**config.mk**
```make
export PLATFORM = sky130hd
export DESIGN_NAME = gwhm_merge
export DESIGN_NICKNAME = d
export VERILOG_FILES = /design/src/hw/rtl/gwhm_pkg.sv /design/src/hw/rtl/gwhm_merge.sv
export SDC_FILE = /design/constraint.sdc
export NUM_CORES = 1
export LEC_CHECK = 0
export ABC_CLOCK_PERIOD_IN_PS = 4700
export BUFFER_PORTS_ARGS = -buffer_cell sky130_fd_sc_hd__buf_2
export CAP_MARGIN = 20
export CELL_PAD_IN_SITES_DETAIL_PLACEMENT = 0
export CELL_PAD_IN_SITES_GLOBAL_PLACEMENT = 1
export CORE_MARGIN = 2
export CORE_UTILIZATION = 45
export CTS_CLUSTER_DIAMETER = 30
export DETAILED_ROUTE_END_ITERATION = 7
export PLACE_DENSITY_LB_ADDON = 0.1
export SYNTH_ARGS = -nofsm -noshare
export SYNTH_HDL_FRONTEND = slang
export SYNTH_SLANG_ARGS = --single-unit
```
**constraint.sdc**
```tcl
create_clock -name i_clk -period 4.7 [get_ports i_clk]
set_clock_uncertainty 0.1 [all_clocks]
set_input_delay 0.47 -clock i_clk [delete_from_list [all_inputs] [get_ports i_clk]]
set_output_delay 0.47 -clock i_clk [all_outputs]
set_load 0.02 [all_outputs]
```
**src/hw/rtl/gwhm_pkg.sv**
```systemverilog
package gwhm_pkg;

    localparam int WINDOW_DEFAULT = 10;

    localparam int RATE_W    = 30;
    localparam int SQR_W     = 59;
    localparam int REG_W     = 31;
    localparam int CFG_IDX_W = 3;
    localparam int STATUS_W  = 2;

    localparam int IN_TDATA_W    = 64;
    localparam int OUT_PAYLOAD_W = STATUS_W + 2 * RATE_W + 1;
    localparam int OUT_TDATA_W   = 64;

    localparam logic [CFG_IDX_W-1:0] CFG_OPTICAL_ENABLED     = 3'd0;
    localparam logic [CFG_IDX_W-1:0] CFG_DISCREPANCY_LIMIT   = 3'd1;
    localparam logic [CFG_IDX_W-1:0] CFG_MEMS_STUCK_FLOOR    = 3'd2;
    localparam logic [CFG_IDX_W-1:0] CFG_OPTICAL_STUCK_FLOOR = 3'd3;
    localparam logic [CFG_IDX_W-1:0] CFG_SATURATION_GUARD    = 3'd4;
    localparam logic [CFG_IDX_W-1:0] CFG_ROTATION_LIMIT      = 3'd5;

    localparam logic [REG_W-1:0] RST_DISCREPANCY_LIMIT   = 31'd262144;
    localparam logic [REG_W-1:0] RST_MEMS_STUCK_FLOOR    = 31'd4719;
    localparam logic [REG_W-1:0] RST_OPTICAL_STUCK_FLOOR = 31'd776;
    localparam logic [REG_W-1:0] RST_SATURATION_GUARD    = 31'd188743680;
    localparam logic [REG_W-1:0] RST_ROTATION_LIMIT      = 31'd5242880;

    localparam logic [STATUS_W-1:0] STATUS_UNAVAILABLE = 2'd0;
    localparam logic [STATUS_W-1:0] STATUS_GOOD        = 2'd1;
    localparam logic [STATUS_W-1:0] STATUS_BAD         = 2'd2;

    typedef struct packed {
        logic filled;
        logic stuck;
    } t_lane_flags;

endpackage

```
**src/hw/rtl/gwhm_merge.sv**
```systemverilog
module gwhm_merge #(
    parameter int WINDOW = gwhm_pkg::WINDOW_DEFAULT
) (
    input  logic                                              i_clk,
    input  logic                                              i_adv,
    input  logic                                              i_optical_enabled,
    input  logic        [gwhm_pkg::REG_W-1:0]                 i_discrepancy_limit,
    input  logic        [gwhm_pkg::REG_W-1:0]                 i_saturation_guard,
    input  logic        [gwhm_pkg::REG_W-1:0]                 i_rotation_limit,
    input  logic signed [gwhm_pkg::RATE_W+$clog2(WINDOW)-1:0] i_mems_sum,
    input  logic signed [gwhm_pkg::RATE_W+$clog2(WINDOW)-1:0] i_optical_sum,
    input  logic signed [gwhm_pkg::RATE_W-1:0]                i_mems_mean,
    input  logic signed [gwhm_pkg::RATE_W-1:0]                i_optical_mean,
    input  gwhm_pkg::t_lane_flags                             i_mems_flags,
    input  gwhm_pkg::t_lane_flags                             i_optical_flags,
    output logic        [gwhm_pkg::STATUS_W-1:0]              o_status,
    output logic signed [gwhm_pkg::RATE_W-1:0]                o_mems_mean,
    output logic signed [gwhm_pkg::RATE_W-1:0]                o_optical_mean,
    output logic                                              o_not_rotating
);

    localparam int RATE_W = gwhm_pkg::RATE_W;
    localparam int CW     = $clog2(WINDOW);
    localparam int SUM_W  = RATE_W + CW;
    localparam int GW     = gwhm_pkg::REG_W + CW;

    localparam logic [GW-1:0] WIN_G = GW'(WINDOW);

    // Thresholds scaled by the window size so they compare against sums.
    logic [GW-1:0] r_wlimit;
    logic [GW-1:0] r_wguard;
    logic [GW-1:0] r_wrot;

    always_ff @(posedge i_clk) begin
        r_wlimit <= GW'(i_discrepancy_limit) * WIN_G;
        r_wguard <= GW'(i_saturation_guard) * WIN_G;
        r_wrot   <= GW'(i_rotation_limit) * WIN_G;
    end

    logic signed [GW-1:0]    diff;
    logic        [GW-1:0]    gap;
    logic        [SUM_W-1:0] mems_mag;
    logic signed [SUM_W-1:0] sel;
    logic        [SUM_W-1:0] sel_mag;

    assign diff     = GW'(i_mems_sum) - GW'(i_optical_sum);
    assign gap      = diff[GW-1] ? GW'(-diff) : GW'(diff);
    assign mems_mag = i_mems_sum[SUM_W-1] ? SUM_W'(-i_mems_sum) : SUM_W'(i_mems_sum);
    assign sel      = (i_optical_enabled && i_optical_flags.filled) ? i_optical_sum :
                      (i_mems_flags.filled ? i_mems_sum : '0);
    assign sel_mag  = sel[SUM_W-1] ? SUM_W'(-sel) : SUM_W'(sel);

    logic        [GW-1:0]     r_gap;
    logic        [SUM_W-1:0]  r_mems_mag;
    logic        [SUM_W-1:0]  r_sel_mag;
    gwhm_pkg::t_lane_flags    r_mems_flags;
    gwhm_pkg::t_lane_flags    r_optical_flags;
    logic signed [RATE_W-1:0] r_mems_mean;
    logic signed [RATE_W-1:0] r_optical_mean;

    always_ff @(posedge i_clk) begin
        if (i_adv) begin
            r_gap           <= gap;
            r_mems_mag      <= mems_mag;
            r_sel_mag       <= sel_mag;
            r_mems_flags    <= i_mems_flags;
            r_optical_flags <= i_optical_flags;
            r_mems_mean     <= i_mems_mean;
            r_optical_mean  <= i_optical_mean;
        end
    end

    always_comb begin
        if (!r_mems_flags.filled || (i_optical_enabled && !r_optical_flags.filled)) begin
            o_status = gwhm_pkg::STATUS_UNAVAILABLE;
        end else if (!i_optical_enabled) begin
            o_status = r_mems_flags.stuck ? gwhm_pkg::STATUS_BAD : gwhm_pkg::STATUS_GOOD;
        end else if (GW'(r_mems_mag) > r_wguard) begin
            // A saturated MEMS channel cannot be compared against the optical one.
            o_status = gwhm_pkg::STATUS_GOOD;
        end else if (r_gap > r_wlimit || r_mems_flags.stuck || r_optical_flags.stuck) begin
            o_status = gwhm_pkg::STATUS_BAD;
        end else begin
            o_status = gwhm_pkg::STATUS_GOOD;
        end
    end

    assign o_mems_mean    = r_mems_mean;
    assign o_optical_mean = r_optical_mean;
    assign o_not_rotating = GW'(r_sel_mag) < r_wrot;

endmodule

```
==> flow_summary.toml, run 1 <==
[critical_path]
crit_chain = "dlygate4sd3_1 > buf_2 > ha_1 > ha_1 > a21o_1 > a21o_1 > a2111oi_0 > o21ai_0 > a221o_1 > a2111oi_1 > buf_4 > o31ai_1 > a21o_1 > a21oi_1 > xnor2_1"
cp.required_ps = 5110
worst-path-max-fanout = 5
timing_worst_setup_path_type = "in -> reg"
worstSetupEndpointType = "flip-flop"
cpLargestDelayFamily = "compound AO/OA/AOI/OAI gates"
crit_buf_inv = 3
slowest_delay_ps = 620
element_type_at_the_critical_path_start = "primary input"
worst_ep_arrival_time_ps = 4740
worst_path_max_delay_cell = "sky130_fd_sc_hd__a2111oi_0"
crit_path_frequent_cell = "sky130_fd_sc_hd__a21o_1"

[cts]
cts_tree = "yes"
clk_root_buffer_cell = "sky130_fd_sc_hd__clkbuf_16"
cts_inserted_buffers = 60
htreeDepth = 2
post_cts.repair.setup_buffers = 0
clk_pin_slew_worst_paths_ps = 50
clock_sink_count = 268
cts-root-to-sink-buffers = 3
postCtsResizedCells = 0

[logic_synthesis]
synth.ff_latch_count = 268
synthFlopType = "sky130_fd_sc_hd__edfxtp_1"
synthDistinctLibCells = 71
synth_warnings = 0
synth_compound_area_share_pct = 18.9
synth.yosys.seq_area_share_pct = 36.1
netlist_top_cells_area = "sky130_fd_sc_hd__edfxtp_1 (26%), sky130_fd_sc_hd__ha_1 (20%), sky130_fd_sc_hd__dfxtp_1 (10%), sky130_fd_sc_hd__xnor2_1 (6.0%), sky130_fd_sc_hd__a21o_1 (4.6%)"
syn_nets = 2530
syn_area_per_cell_um2 = 9.79
synth_cells = 1988
post_synth_edffs = 166
synth_top_cell_area_share_pct = 25.6
largest_family_of_logic_cells_by_synthesized_area = "adder cells"
yosys.cell_count.top_type = "sky130_fd_sc_hd__ha_1"
yosys.area_share.simple_pct = 12.3
synth_xor_xnor_area_share_pct = 8.37
post_synthesis_mux_area_share_pct = 0.109
synth_commonest_cells = "sky130_fd_sc_hd__ha_1 (310), sky130_fd_sc_hd__inv_1 (169), sky130_fd_sc_hd__edfxtp_1 (166)"
synthArstFlopShare_pct = 0
netlist.top_cell.by_area = "sky130_fd_sc_hd__edfxtp_1"
post_synth_fa_ha_maj_area_fraction_pct = 20.3
netlist_area_um2 = 19500

[min_path]
hold_path.class = "in -> reg"

[die]
fp.dieArea_um2 = 44900
design.core.area_um2 = 42900
num_io_pins = 291
placementRows = 76
die_h_um = 212
initial_utilization_pct = 45.4
die_x_um = 212

[global_routing]
global_route_wire_length_before_repair_um = 82000
grt_util_all_layers_pct = 23.1
maximum_number_of_pins_on_one_net_before_global_route_repair = 107
globalRouteOverflowTotal = 0
antenna_found_initial = 10
first_global_vias = 15800

[detailed_routing]
route.detailed.drc = 0
ant_nets = 0
detailroute.via_count = 16100
detail_route.vias_per_cell = 5.31
routed_wl_um = 52400
initialDrtViolationCount = 1018
avgRoutedWirePerCell_um = 17.3
first_pass_iters = 7

[sta]
timing.fmax_ghz = 0.231
timing.setup.tns_ps = 0
post_route_worst_hold_slack_ps = 32.6
relSlewSlack_pct = 32.6
worst_tran_pin_value_ps = 1010
timing.final.max_slew_violations = 0
period_minus_slack_ps = 4330
rsz0062_at_grt = "false"
fin_ws_ps = 365
post_route_fraction_of_the_period_consumed_by_the_critical_path_pct = 92.2
report.final.hold_viol_count = 0
setup_viol_count_final = 0

[power_and_ir_drop]
power_density_nw_per_um2 = 406
power.share.combinational_pct = 26.8
pwr-share-clk_pct = 41.9
pwr-share-seq_pct = 31.3
max-vdd-ir-drop_mv = 0.240
cellInternalPower_mw = 6.99
p_leak_nw = 11.6
netSwitchingFraction_pct = 29.5
switching_power_mw = 2.92

[finish]
layout.area.seq_um2 = 7030
fillers = 3884
multiInputGateArea_um2 = 11700
drive_gt1_share_pct = 17.6
fin_util_pct = 56.9
area_delta_synth_final_pct = 25.4
postLayoutCellArea_um2 = 24400
num-nets-final = 2934

[placement]
dp_slack_ps = 110
placed_area_um2 = 21600
routability_congestion_estimate = 0.884
port_buffers = 290
dpl.hpwl_um = 40700

[job]
max-cap-violations = 0

[run_status]
outcome = "finished, final reports clean"
cells by family (layout without fill, tap and decap cells):
group,count (synthesis),after routing
adders and majority gates,314,314
DFF,268,268
xor gates and xnor gates,186,186
and+or+nand+nor,456,456
buffers and inverters,203,659
other,0,6
AOI/OAI and AO/OA,559,559
muxes,2,2
flip-flops by register name (all words and copies together), names as in the netlist:
| register | flops |
|---|---|
| r_wrot | 34 |
| r_optical_flags | 2 |
| o_optical_mean | 30 |
| r_mems_flags | 2 |
| r_gap | 35 |
| r_sel_mag | 33 |
| r_wlimit | 34 |
| r_mems_mag | 34 |
| o_mems_mean | 30 |
| r_wguard | 34 |
metal layers:
layer | part of all wire, % | GRT usage [%]
met5 | 0.057 | 0
met4 | 2.6 | 8.52
met3 | 3.5 | 2.66
met2 | 47 | 38.4
met1 | 47 | 30.9
worst paths after layout:
kind                                from              endpoint  cells past startpoint
setup / recovery   i_saturation_guard[2]  r_wguard[31]$_DFF_P_                     15
hold / removal    i_discrepancy_limit[2]   r_wlimit[3]$_DFF_P_                      2
placed cells by master (no fill, tap or decap), types with 9 or more instances in the layout:
cell / n
sky130_fd_sc_hd__and2_1: 14
sky130_fd_sc_hd__or4_1: 9
sky130_fd_sc_hd__nor4_1: 10
sky130_fd_sc_hd__nand3_1: 36
sky130_fd_sc_hd__o21bai_1: 17
sky130_fd_sc_hd__ha_1: 310
sky130_fd_sc_hd__nand4_1: 29
sky130_fd_sc_hd__nand2b_1: 22
sky130_fd_sc_hd__xor2_1: 53
sky130_fd_sc_hd__nor2b_1: 21
sky130_fd_sc_hd__clkbuf_16: 62
sky130_fd_sc_hd__buf_2: 289
sky130_fd_sc_hd__dfxtp_1: 102
sky130_fd_sc_hd__and3_1: 48
sky130_fd_sc_hd__clkbuf_1: 11
sky130_fd_sc_hd__o21ai_0: 105
sky130_fd_sc_hd__edfxtp_1: 166
sky130_fd_sc_hd__clkinv_2: 15
sky130_fd_sc_hd__inv_1: 169
sky130_fd_sc_hd__nor2_1: 94
sky130_fd_sc_hd__nand2_1: 102
sky130_fd_sc_hd__o21a_1: 24
sky130_fd_sc_hd__a31oi_1: 33
sky130_fd_sc_hd__o31ai_1: 21
sky130_fd_sc_hd__a21oi_1: 140
sky130_fd_sc_hd__xnor2_1: 133
sky130_fd_sc_hd__dlygate4sd3_1: 72
sky130_fd_sc_hd__nor3_1: 29
sky130_fd_sc_hd__a211oi_1: 15
sky130_fd_sc_hd__buf_4: 14
sky130_fd_sc_hd__o211ai_1: 11
sky130_fd_sc_hd__a21o_1: 119
final cells by class:
cell class                 count  share of cell area [%]
multi-input combinational   1517                    47.8
clock buffer                  74                    6.58
timing repair buffer         376                    9.36
inverter                     169                    2.60
clock inverter                40                    1.78
sequential                   268                    28.8
antenna                        6                  0.0615
tap                          585                    3.00
metrics by stage:
stage	total power [mW]	instances
floorplan	4.96	1988
global placement	5.67	2843
detailed placement	5.72	2843
CTS	10.0	3029
global route	10.5	3035
finish	9.91	3035
power by group through the flow:
| stage | registers, mW | clock network (mW) | logic (mW) |
|---|---|---|---|
| CTS | 3.11 | 4.24 | 2.66 |
| detailed placement | 3.14 | 0 | 2.58 |
| global route | 3.14 | 4.35 | 3.02 |
| floorplan | 3.14 | 0 | 1.83 |
| global placement | 3.14 | 0 | 2.54 |
| finish | 3.10 | 4.16 | 2.65 |
timing repair:
action | CTS | global route
hold endpoints to repair | 72 | 0
setup endpoints to repair | 0 | 0
hold buffers | 72 | 0
No activity file was read; power rests on OpenSTA's default activity.
==> run 2: changes to the inputs <==
Settings changed: ABC_AREA set to 1, CORE_UTILIZATION 45 to 31.
==> flow_summary.toml, run 2 <==
[logic_synthesis]
synth_cells = 2659
synthFlopType = "sky130_fd_sc_hd__edfxtp_1"
synth_commonest_cells = "sky130_fd_sc_hd__nand2_1 (571), sky130_fd_sc_hd__inv_1 (427), sky130_fd_sc_hd__ha_1 (310)"
post_synth_edffs = 166
netlist.top_cell.by_area = "sky130_fd_sc_hd__edfxtp_1"
netlist_area_um2 = 21100
synthDistinctLibCells = 59
synth.ff_latch_count = 268
yosys.cell_count.top_type = "sky130_fd_sc_hd__nand2_1"
synth_top_cell_area_share_pct = 23.6
netlist_top_cells_area = "sky130_fd_sc_hd__edfxtp_1 (24%), sky130_fd_sc_hd__ha_1 (18%), sky130_fd_sc_hd__nand2_1 (10%), sky130_fd_sc_hd__dfxtp_1 (9.7%), sky130_fd_sc_hd__inv_1 (7.6%)"
syn_area_per_cell_um2 = 7.95
synth_warnings = 0
syn_nets = 3201
synthArstFlopShare_pct = 0
synth.yosys.seq_area_share_pct = 33.3

[die]
die_x_um = 265
num_io_pins = 291
die_h_um = 265
initial_utilization_pct = 31.4
fp.dieArea_um2 = 70300
design.core.area_um2 = 67300
placementRows = 95

[sta]
timing.setup.tns_ps = 0
period_minus_slack_ps = 3780
rsz0062_at_grt = "false"
worst_tran_pin_value_ps = 1060
setup_viol_count_final = 0
report.final.hold_viol_count = 0
timing.final.max_slew_violations = 0
timing.fmax_ghz = 0.265
post_route_worst_hold_slack_ps = 44.8
relSlewSlack_pct = 29.6
post_route_fraction_of_the_period_consumed_by_the_critical_path_pct = 80.4

[cts]
cts_tree = "yes"
htreeDepth = 3
clk_root_buffer_cell = "sky130_fd_sc_hd__clkbuf_16"
clock_sink_count = 268
cts-root-to-sink-buffers = 3
cts_inserted_buffers = 77
post_cts.repair.setup_buffers = 0
ctsHoldBuffers = 74
postCtsResizedCells = 0
clk_pin_slew_worst_paths_ps = 40

[detailed_routing]
ant_nets = 0
avgRoutedWirePerCell_um = 16.7
first_pass_iters = 5
detailroute.via_count = 18900
initialDrtViolationCount = 1082
detail_route.vias_per_cell = 4.70
route.detailed.drc = 0
routed_wl_um = 67100

[finish]
flip_flop_count_of_the_largest_register_all_copies_and_words_added = 35
area_delta_synth_final_pct = 27.7
drive_gt1_share_pct = 15.7
num-nets-final = 3631
post_layout_nonfiller_instances = 4030
registers.top_by_ff_count = "r_gap"
postLayoutCellArea_um2 = 27000
layout.cells.most_common = "sky130_fd_sc_hd__nand2_1"
layout.cells.most_common_list = "sky130_fd_sc_hd__nand2_1 (571), sky130_fd_sc_hd__inv_1 (427), sky130_fd_sc_hd__ha_1 (310)"

[critical_path]
worst_ep_arrival_time_ps = 3210
timing_worst_setup_path_type = "reg -> out"
crit_path_frequent_cell = "sky130_fd_sc_hd__nand2_1"
element_type_at_the_critical_path_start = "flip-flop"
worstSetupEndpointType = "output port"
cp.required_ps = 4130
worst-path-max-fanout = 2
slowest_delay_ps = 420
worst_path_max_delay_cell = "sky130_fd_sc_hd__edfxtp_1"
crit_chain = "ha_1 > nand2_1 > nor2_1 > nand2_1 > nor2_1 > inv_1 > nor2_1 > o2111ai_1 > nand3_1 > nand2_1 > nand2_1 > nand2_1 > nand2_1 > nand2_1 > nor2_1 > buf_2"

[power_and_ir_drop]
p_leak_nw = 13.5
max-vdd-ir-drop_mv = 0.253
power_density_nw_per_um2 = 413

[min_path]
hold_path.class = "in -> reg"
hold_path_startpoint = "i_saturation_guard[2]"
min_to = "r_wguard[3]$_DFF_P_"
whs_path_depth = 2

[global_routing]
gr-usage-met1_pct = 26.8
grtUsageMet3_pct = 3.34
grt_util_all_layers_pct = 19.2
antenna_found_initial = 5
maximum_number_of_pins_on_one_net_before_global_route_repair = 105
global_route.peak_usage_layer = "met2"
first_global_vias = 19300
global_route_wire_length_before_repair_um = 105000
grt.met2_usage_pct = 30.5
globalRouteOverflowTotal = 0

[job]
max-cap-violations = 0

[placement]
routability_congestion_estimate = 0.867
dpl.hpwl_um = 55900
place_inst = 3809
port_buffers = 290
placed_area_um2 = 23600

[run_status]
outcome = "finished, final reports clean"
-- run 2: worst max-delay path by stage --
stage                       startpoint                   to  slack, ps  cells after the start
4_1_cts        r_gap[34]$_SDFFCE_PP0P_          o_status[1]        850                     16
6_report       r_gap[34]$_SDFFCE_PP0P_          o_status[1]        920                     16
5_1_grt        r_gap[34]$_SDFFCE_PP0P_          o_status[1]        630                     16
3_3_place_gp             i_mems_sum[0]  r_gap[28]$_DFFE_PP_       1180                     19
3_5_place_dp             i_mems_sum[0]  r_gap[28]$_DFFE_PP_       1170                     19
2_1_floorplan            i_mems_sum[0]  r_gap[28]$_DFFE_PP_       1790                     19
-- run 2: logic make-up (layout without fill, tap and decap cells) --
family	after synthesis	count (layout)	share of synthesized area (%)
AO/OA/AOI/OAI	387	387	10.4
adder cells (fa/ha/maj)	314	314	18.7
buffers and inverters	452	947	8.29
other	0	3	0
AND/OR/NAND/NOR	1070	1070	22.3
XOR/XNOR	168	168	7.04
flip-flops	268	268	33.3
-- run 2: stage by stage --
step | util (%) | total power, mW | setup WS [ps]
after detailed placement | 35.1 | 6.09 | 1170
after floorplan | - | 5.16 | 1790
final | 40.1 | 11.1 | 921
after global routing | 40.1 | 11.9 | 629
after CTS | 40.1 | 11.3 | 853
after global placement | 35.1 | 6.06 | 1180
-- run 2: cell type report --
cell class,instances,area (µm²)
antenna,3,7.51
clock buffer,103,2180
clock inverter,41,440
fill,7045,40300
inverter,434,1630
multi-input combinational,1939,12300
sequential,268,7030
tap,873,1090
timing repair buffer,369,2250
-- run 2: metal layers --
| layer | part of all wire, % | up-vias |
|---|---|---|
| met5 | 0.033 | - |
| li1 | - | 9770 |
| met1 | 49 | 8692 |
| met4 | 2.2 | 4 |
| met3 | 5.0 | 98 |
| met2 | 44 | 384 |
-- run 2: report_power, final --
group | leakage (nW) | switching, mW | total (mW) | internal, mW
logic | 9.78 | 1.84 | 2.96 | 1.11
clock network | 1.26 | 1.58 | 5.05 | 3.47
registers | 2.48 | 0.149 | 3.14 | 2.99
-- run 2: worst max-delay path: cells and delay by family, from the launching register on --
kind,cells,cell delay [ps]
fa+ha+maj,1,320
flops,1,420
buf+inv,2,290
compound gates,1,120
simple gates,12,1460
